### src/hw/rtl/cmpq_pkg.sv
package cmpq_pkg;

   localparam int POS_W  = 32;
   localparam int VEL_W  = 32;
   localparam int DUR_W  = 16;
   localparam int TPS_W  = 10;
   localparam int STOP_W = 16;
   localparam int WORD_W = 32;
   localparam int CSR_W  = 16;

   // Signed width of the acceleration and jerk numerators and their magnitude.
   localparam int NUM_W = 54;
   localparam int MAG_W = NUM_W - 1;

   localparam logic [TPS_W-1:0]  TPS_RESET  = 10'd250;
   localparam logic [STOP_W-1:0] STOP_RESET = 16'd25;

   typedef enum logic [1:0] {
      MODE_ENQUEUE = 2'd0,
      MODE_POLL    = 2'd1,
      MODE_RESET   = 2'd2,
      MODE_UNUSED  = 2'd3
   } mode_type;

   typedef enum logic [1:0] {
      STATUS_OK            = 2'd0,
      STATUS_FULL          = 2'd1,
      STATUS_ZERO_DURATION = 2'd2
   } status_type;

   typedef enum logic [2:0] {
      CMD_NONE  = 3'd0,
      CMD_INIT  = 3'd1,
      CMD_MOVE  = 3'd2,
      CMD_STOP  = 3'd3,
      CMD_RESET = 3'd4
   } command_type;

   typedef enum logic [1:0] {
      PHASE_OFF      = 2'd0,
      PHASE_IDLE     = 2'd1,
      PHASE_ACTIVE   = 2'd2,
      PHASE_STOPPING = 2'd3
   } phase_type;

   typedef enum logic [1:0] {
      KIND_QUIET = 2'd0,
      KIND_MOVE  = 2'd1,
      KIND_STOP  = 2'd2
   } kind_type;

   typedef enum logic {
      CSR_TICKS_PER_SECOND = 1'b0,
      CSR_STOP_TICKS       = 1'b1
   } csr_index_type;

   typedef struct packed {
      logic        capture;
      logic        wr_en;
      logic        rd_en;
      logic        load_seg;
      logic        div_start;
      logic        div_sel;
      logic        take_a;
      logic        take_j;
      logic        clr_cur;
      logic        stop_vel;
      logic        upd_cur;
      logic        emit;
      kind_type    kind;
      status_type  status;
      command_type command;
      phase_type   phase;
   } ctrl_cmd_type;

   typedef struct packed {
      logic div_busy;
      logic out_busy;
   } dp_status_type;

endpackage

### src/hw/rtl/cmpq_ctrl.sv
module cmpq_ctrl #(
   parameter int QUEUE_DEPTH = 16
) (
   input  logic                                 clock,
   input  logic                                 reset,
   input  logic                                 req_valid,
   output logic                                 req_ready,
   input  logic [1:0]                           req_mode,
   input  logic [cmpq_pkg::DUR_W-1:0]           req_duration_ticks,
   input  logic                                 req_unit_busy,
   input  logic                                 req_unit_done,
   input  cmpq_pkg::dp_status_type              sts,
   output cmpq_pkg::ctrl_cmd_type               cmd,
   output logic [$clog2(QUEUE_DEPTH)-1:0]       wr_addr,
   output logic [$clog2(QUEUE_DEPTH)-1:0]       rd_addr,
   output logic [$clog2(QUEUE_DEPTH+1)-1:0]     queue_count
);

   localparam int AW = $clog2(QUEUE_DEPTH);
   localparam int CW = $clog2(QUEUE_DEPTH + 1);

   typedef enum logic [3:0] {
      ST_IDLE, ST_DECIDE, ST_LOAD, ST_M1, ST_M2, ST_M3, ST_M4,
      ST_DIVA, ST_WAITA, ST_DIVJ, ST_WAITJ, ST_EMIT
   } state_type;

   state_type               state_ff;
   cmpq_pkg::mode_type      mode_ff;
   logic                    dur_zero_ff;
   logic                    busy_ff;
   logic                    done_ff;
   cmpq_pkg::phase_type     phase_ff;
   logic [CW-1:0]           count_ff;
   logic [AW-1:0]           head_ff;
   cmpq_pkg::status_type    status_ff;
   cmpq_pkg::command_type   command_ff;
   cmpq_pkg::kind_type      kind_ff;

   cmpq_pkg::phase_type     phase_in;
   logic [CW-1:0]           count_in;
   logic [AW-1:0]           head_in;
   cmpq_pkg::status_type    status_in;
   cmpq_pkg::command_type   command_in;
   cmpq_pkg::kind_type      kind_in;
   logic                    plan;
   logic                    wr;
   logic                    clr;
   logic                    stopv;
   logic [CW:0]             tail_sum;
   logic [AW-1:0]           head_inc;

   assign tail_sum = (CW+1)'(head_ff) + (CW+1)'(count_ff);
   assign wr_addr  = (tail_sum >= (CW+1)'(QUEUE_DEPTH)) ?
                     AW'(tail_sum - (CW+1)'(QUEUE_DEPTH)) : AW'(tail_sum);
   assign head_inc = (head_ff == AW'(QUEUE_DEPTH - 1)) ? '0 : head_ff + 1'b1;
   assign rd_addr  = head_ff;

   // Decision for the captured item.
   always_comb begin
      phase_in   = phase_ff;
      count_in   = count_ff;
      head_in    = head_ff;
      status_in  = cmpq_pkg::STATUS_OK;
      command_in = cmpq_pkg::CMD_NONE;
      kind_in    = cmpq_pkg::KIND_QUIET;
      plan       = 1'b0;
      wr         = 1'b0;
      clr        = 1'b0;
      stopv      = 1'b0;
      unique case (mode_ff)
         cmpq_pkg::MODE_ENQUEUE: begin
            if (count_ff >= CW'(QUEUE_DEPTH)) begin
               status_in = cmpq_pkg::STATUS_FULL;
            end else if (dur_zero_ff) begin
               status_in = cmpq_pkg::STATUS_ZERO_DURATION;
            end else begin
               wr       = 1'b1;
               count_in = count_ff + 1'b1;
            end
         end
         cmpq_pkg::MODE_POLL: begin
            unique case (phase_ff)
               cmpq_pkg::PHASE_OFF: begin
                  if (count_ff != '0) begin
                     command_in = cmpq_pkg::CMD_INIT;
                     clr        = 1'b1;
                     phase_in   = cmpq_pkg::PHASE_IDLE;
                  end
               end
               cmpq_pkg::PHASE_IDLE: begin
                  if (count_ff != '0) begin
                     plan     = 1'b1;
                     phase_in = cmpq_pkg::PHASE_ACTIVE;
                  end
               end
               cmpq_pkg::PHASE_ACTIVE: begin
                  if (!busy_ff) begin
                     if (count_ff != '0) begin
                        plan = 1'b1;
                     end else if (done_ff) begin
                        command_in = cmpq_pkg::CMD_STOP;
                        kind_in    = cmpq_pkg::KIND_STOP;
                        stopv      = 1'b1;
                        phase_in   = cmpq_pkg::PHASE_STOPPING;
                     end
                  end
               end
               default: begin
                  if (!busy_ff && done_ff) begin
                     phase_in = cmpq_pkg::PHASE_IDLE;
                  end
               end
            endcase
         end
         cmpq_pkg::MODE_RESET: begin
            count_in   = '0;
            head_in    = '0;
            phase_in   = cmpq_pkg::PHASE_OFF;
            clr        = 1'b1;
            command_in = cmpq_pkg::CMD_RESET;
         end
         default: begin
         end
      endcase
      if (plan) begin
         command_in = cmpq_pkg::CMD_MOVE;
         kind_in    = cmpq_pkg::KIND_MOVE;
         count_in   = count_ff - 1'b1;
         head_in    = head_inc;
      end
   end

   always_ff @(posedge clock) begin
      if (reset) begin
         state_ff   <= ST_IDLE;
         phase_ff   <= cmpq_pkg::PHASE_OFF;
         count_ff   <= '0;
         head_ff    <= '0;
         mode_ff    <= cmpq_pkg::MODE_UNUSED;
         status_ff  <= cmpq_pkg::STATUS_OK;
         command_ff <= cmpq_pkg::CMD_NONE;
         kind_ff    <= cmpq_pkg::KIND_QUIET;
      end else begin
         unique case (state_ff)
            ST_IDLE: begin
               if (req_valid) begin
                  mode_ff     <= cmpq_pkg::mode_type'(req_mode);
                  dur_zero_ff <= req_duration_ticks == '0;
                  busy_ff     <= req_unit_busy;
                  done_ff     <= req_unit_done;
                  state_ff    <= ST_DECIDE;
               end
            end
            ST_DECIDE: begin
               phase_ff   <= phase_in;
               count_ff   <= count_in;
               head_ff    <= head_in;
               status_ff  <= status_in;
               command_ff <= command_in;
               kind_ff    <= kind_in;
               state_ff   <= plan ? ST_LOAD : ST_EMIT;
            end
            ST_LOAD:  state_ff <= ST_M1;
            ST_M1:    state_ff <= ST_M2;
            ST_M2:    state_ff <= ST_M3;
            ST_M3:    state_ff <= ST_M4;
            ST_M4:    state_ff <= ST_DIVA;
            ST_DIVA:  state_ff <= ST_WAITA;
            ST_WAITA: begin
               if (!sts.div_busy) begin
                  state_ff <= ST_DIVJ;
               end
            end
            ST_DIVJ:  state_ff <= ST_WAITJ;
            ST_WAITJ: begin
               if (!sts.div_busy) begin
                  state_ff <= ST_EMIT;
               end
            end
            ST_EMIT: begin
               if (!sts.out_busy) begin
                  state_ff <= ST_IDLE;
               end
            end
            default: state_ff <= ST_IDLE;
         endcase
      end
   end

   assign req_ready   = state_ff == ST_IDLE;
   assign queue_count = count_ff;

   always_comb begin
      cmd           = '0;
      cmd.capture   = (state_ff == ST_IDLE) && req_valid;
      cmd.wr_en     = (state_ff == ST_DECIDE) && wr;
      cmd.rd_en     = (state_ff == ST_DECIDE) && plan;
      cmd.clr_cur   = (state_ff == ST_DECIDE) && clr;
      cmd.stop_vel  = (state_ff == ST_DECIDE) && stopv;
      cmd.load_seg  = state_ff == ST_LOAD;
      cmd.div_start = (state_ff == ST_DIVA) || (state_ff == ST_DIVJ);
      cmd.div_sel   = state_ff == ST_DIVJ;
      cmd.take_a    = (state_ff == ST_WAITA) && !sts.div_busy;
      cmd.take_j    = (state_ff == ST_WAITJ) && !sts.div_busy;
      cmd.emit      = (state_ff == ST_EMIT) && !sts.out_busy;
      cmd.upd_cur   = cmd.emit && (kind_ff == cmpq_pkg::KIND_MOVE);
      cmd.kind      = kind_ff;
      cmd.status    = status_ff;
      cmd.command   = command_ff;
      cmd.phase     = phase_ff;
   end

endmodule

### config.mk
export PLATFORM = sky130hd
export DESIGN_NAME = cmpq_ctrl
export DESIGN_NICKNAME = d
export VERILOG_FILES = /design/src/hw/rtl/cmpq_pkg.sv /design/src/hw/rtl/cmpq_ctrl.sv
export SDC_FILE = /design/constraint.sdc
export NUM_CORES = 1
export LEC_CHECK = 0
export BUFFER_PORTS_ARGS = -buffer_cell sky130_fd_sc_hd__buf_2
export CORE_UTILIZATION = 54
export DETAILED_ROUTE_END_ITERATION = 7
export GPL_TIMING_DRIVEN = 0
export PLACE_DENSITY_LB_ADDON = 0.05
export SYNTH_ARGS = -nofsm -noshare
export SYNTH_HDL_FRONTEND = slang
export SYNTH_SLANG_ARGS = --single-unit
### constraint.sdc
create_clock -name clock -period 4 [get_ports clock]
set_clock_uncertainty 0.1 [all_clocks]
set_input_delay 0.6 -clock clock [delete_from_list [all_inputs] [get_ports clock]]
set_output_delay 0.6 -clock clock [all_outputs]
set_load 0.05 [all_outputs]
==> summary.txt <==
Slowest-stage cell, CP: dfxtp_1
Yosys warnings: 0
Critical Path Source Type: flip-flop
CTS tree: yes
Clock Pin Slew Worst Setup and Hold Paths: 0.16 ns
Setup total negative slack: 0 ns
Distinct cells, synth: 52
Boundary Pins: 60
Worst min-delay path category: in2reg
Final slew viol count: 0
Root Buffer: clkbuf_4
Dpl ws: 1.24 ns
Syn nets: 251
GPL Wtd Cong: 0.839
Input/output buffers: 58
H-tree depth: 1
Crit path DAT: 2.46 ns
# Post-CTS Setup Buffers: 0
Post-route ant nets: 0
R2r setup slk: 1.64 ns
Lkg Pwr: 0.952 nW
Crit-path cells: inv_1 -> ha_1 -> or4b_1 -> buf_2 -> o2111ai_1 -> nor2_1 -> buf_2
Total gr overflow: 0
Worst R2R End: phase_ff[0]$_SDFFE_PP0P_
Cts repair resizes: 0
Fmax: 317 MHz
Die area: 3450 sq um
Gr usage total: 24.8%
Share of cells above drive strength 1: 25.9%
Maxcap violations: 0
Nets@finish: 314
Post-route cell area: 2110 sq um
Synth Cell Area: 1740 sq um
Core Region: 3050 sq um
PD cells: 509 nW/um^2
Die Height: 58.7 um
Crit. End Element: primary output
Mean area per synthesized cell: 8.20 sq um
Measured slew at the worst slew-check pin: 0.725 ns
Routed wire per std cell: 12.7 um
Initial antenna violation count: 0
# hold bufs at CTS: 0
Initial DRC count: 82
Worst skew pair latency: 0.34 ns
Fillers: 283
Max FO, Critical Path: 8
Vias per cell: 5.60
Seq/Total Area, Yosys: 32.8%
Worst vdd ir: 0.358 mV
Vias in the first global route: 1534
Setup WS post-layout: 0.841 ns
P&R area growth vs syn: 21.6%
Pin count of the biggest net entering global routing: 17
Final hold vios: 0
TritonRoute pass-1 iters: 4
Utilization after layout: 69.2%
Worst Reg2Reg Path Length in Cells: 7
Dpl cell area: 2080 sq um
Period utilization: 79.0%
Slew HR: 51.0%
Min-delay src: req_unit_done
Post-DP HPWL: 3060 um
Register bit total from synthesis: 27
Ant. Diodes: 0
Min cycle time layout: 3.16 ns
Final setup fails: 0
Main flop type after synthesis: dfxtp_1
Most used cell, CP: buf_2
Post-synthesis async set-or-reset flop share: 0%
CP required: 3.30 ns
Row count: 20
Placed cells: 314
Die Span X: 58.7 um
Min-Delay Endpoint: done_ff$_DFFE_PP_
Drt total wl: 4030 um
RSZ-0062 raised after global routing: false
Outcome: complete, no violations
Clock Tree Buf Depth: 2
Reg-to-Reg Start: queue_count[1]$_SDFFE_PP0P_
Starting Density: 56.9%
Crit Path Class: reg2out
Depth of the worst hold-timing path: 1
Clock sink total: 27
Max incr delay on CP: 0.53 ns
CTS buffer count: 3
Residual DRC: 0
Syn Inst Count: 212
Post-route non-filler standard cell count: 318
First-pass GRT wire length: 6650 um
EDFF count, synth: 3
Vias: 1781
[worst max path at each step]
stage,startpoint,end,slack (ns),cells after the start
floorplan,state_ff[2]$_SDFFE_PP0P_,cmd[20],0.56,4
global placement,queue_count[0]$_SDFFE_PP0P_,cmd[18],1.26,7
detailed placement,queue_count[1]$_SDFFE_PP0P_,cmd[18],1.24,7
CTS,queue_count[0]$_SDFFE_PP0P_,cmd[18],0.84,7
global route,queue_count[1]$_SDFFE_PP0P_,cmd[18],0.64,7
finish,queue_count[0]$_SDFFE_PP0P_,cmd[18],0.84,7
[critical path: cells and delay by family, from the launching register on]
family	cells	cell delay, ns
AOI/OAI and AO/OA	1	0.24
and+or+nand+nor	2	0.52
adders and majority gates	1	0.23
DFF	1	0.53
buffers and inverters	3	0.60
[stage by stage]
step	hold slack, ns	power (mW)
3_5_place_dp	0.345	0.947
3_3_place_gp	0.337	0.942
4_1_cts	0.314	1.08
2_1_floorplan	0.455	0.819
6_report	0.319	1.08
5_1_grt	0.299	1.15
[cells in the final DEF (no fill, tap or decap), types with 3 or more instances in the layout]
| cell | synthesis | routed |
|---|---|---|
| a211oi_1 | 3 | 3 |
| a21oi_1 | 16 | 16 |
| a22oi_1 | 6 | 6 |
| buf_2 | 2 | 60 |
| clkbuf_1 | 11 | 11 |
| clkbuf_4 | 0 | 3 |
| dfxtp_1 | 24 | 24 |
| edfxtp_1 | 3 | 3 |
| ha_1 | 13 | 13 |
| inv_1 | 12 | 12 |
| nand2_1 | 11 | 11 |
| nand3_1 | 9 | 9 |
| nor2_1 | 24 | 24 |
| nor3_1 | 9 | 9 |
| nor4_1 | 6 | 6 |
| nor4b_1 | 3 | 3 |
| o21ai_0 | 6 | 6 |
| xnor2_1 | 4 | 4 |
| xor2_1 | 5 | 5 |
[synthesized netlist by cell type, drive strengths merged (4+ instances only)]
| master | number | area, sq um |
|---|---|---|
| ha | 13 | 163 |
| inv | 12 | 45.0 |
| nor3 | 9 | 45.0 |
| nand2 | 11 | 41.3 |
| clkbuf | 11 | 41.3 |
| a22oi | 6 | 45.0 |
| xnor2 | 4 | 35.0 |
| xor2 | 5 | 43.8 |
| a21oi | 16 | 80.1 |
| nor4 | 6 | 37.5 |
| o21ai | 8 | 40.0 |
| nand3 | 9 | 45.0 |
| dfxtp | 24 | 480 |
| buf | 6 | 43.8 |
| nor2 | 25 | 96.4 |
[per-layer routing]
layer / global-route usage, % / routed length [um] / vias to the layer above
met5: 0 / 0 / -
met4: 7.82 / 40 / 0
met3: 3.52 / 261 / 5
met2: 42.2 / 1910 / 72
met1: 32.4 / 1810 / 812
li1: - / - / 892
[cell type report]
type / count / area, sq um / share of cell area [%]
timing repair buffer: 58 / 290 / 13.7
clock buffer: 3 / 22.5 / 1.07
inverter: 12 / 45.0 / 2.13
clock inverter: 1 / 7.51 / 0.355
buffer: 17 / 85.1 / 4.03
tap: 44 / 55.1 / 2.61
sequential: 27 / 571 / 27.0
multi-input combinational: 156 / 1040 / 49.1
[where the power goes]
part / switching, mW / internal [mW]
Clock: 0.0898 / 0.0384
Combinational: 0.418 / 0.184
Sequential: 0.0285 / 0.317
[logic make-up (layout without fill, tap and decap cells)]
logic type / Yosys count / after routing / synth area share [%]
compound gates: 50 / 50 / 18.9
xor+xnor: 9 / 9 / 4.54
fa+ha+maj: 14 / 14 / 10.5
buf+inv: 29 / 91 / 7.49
flops: 27 / 27 / 32.8
mux: 1 / 1 / 0.576
simple gates: 82 / 82 / 25.1
[flip-flops by register name, indices dropped and copies added, names as in the netlist]
signal / flops
busy_ff: 1
command_ff: 3
done_ff: 1
dur_zero_ff: 1
kind_ff: 2
mode_ff: 2
phase_ff: 2
queue_count: 5
rd_addr: 4
state_ff: 4
status_ff: 2
Note: power is estimated with default switching activity, not from simulation.
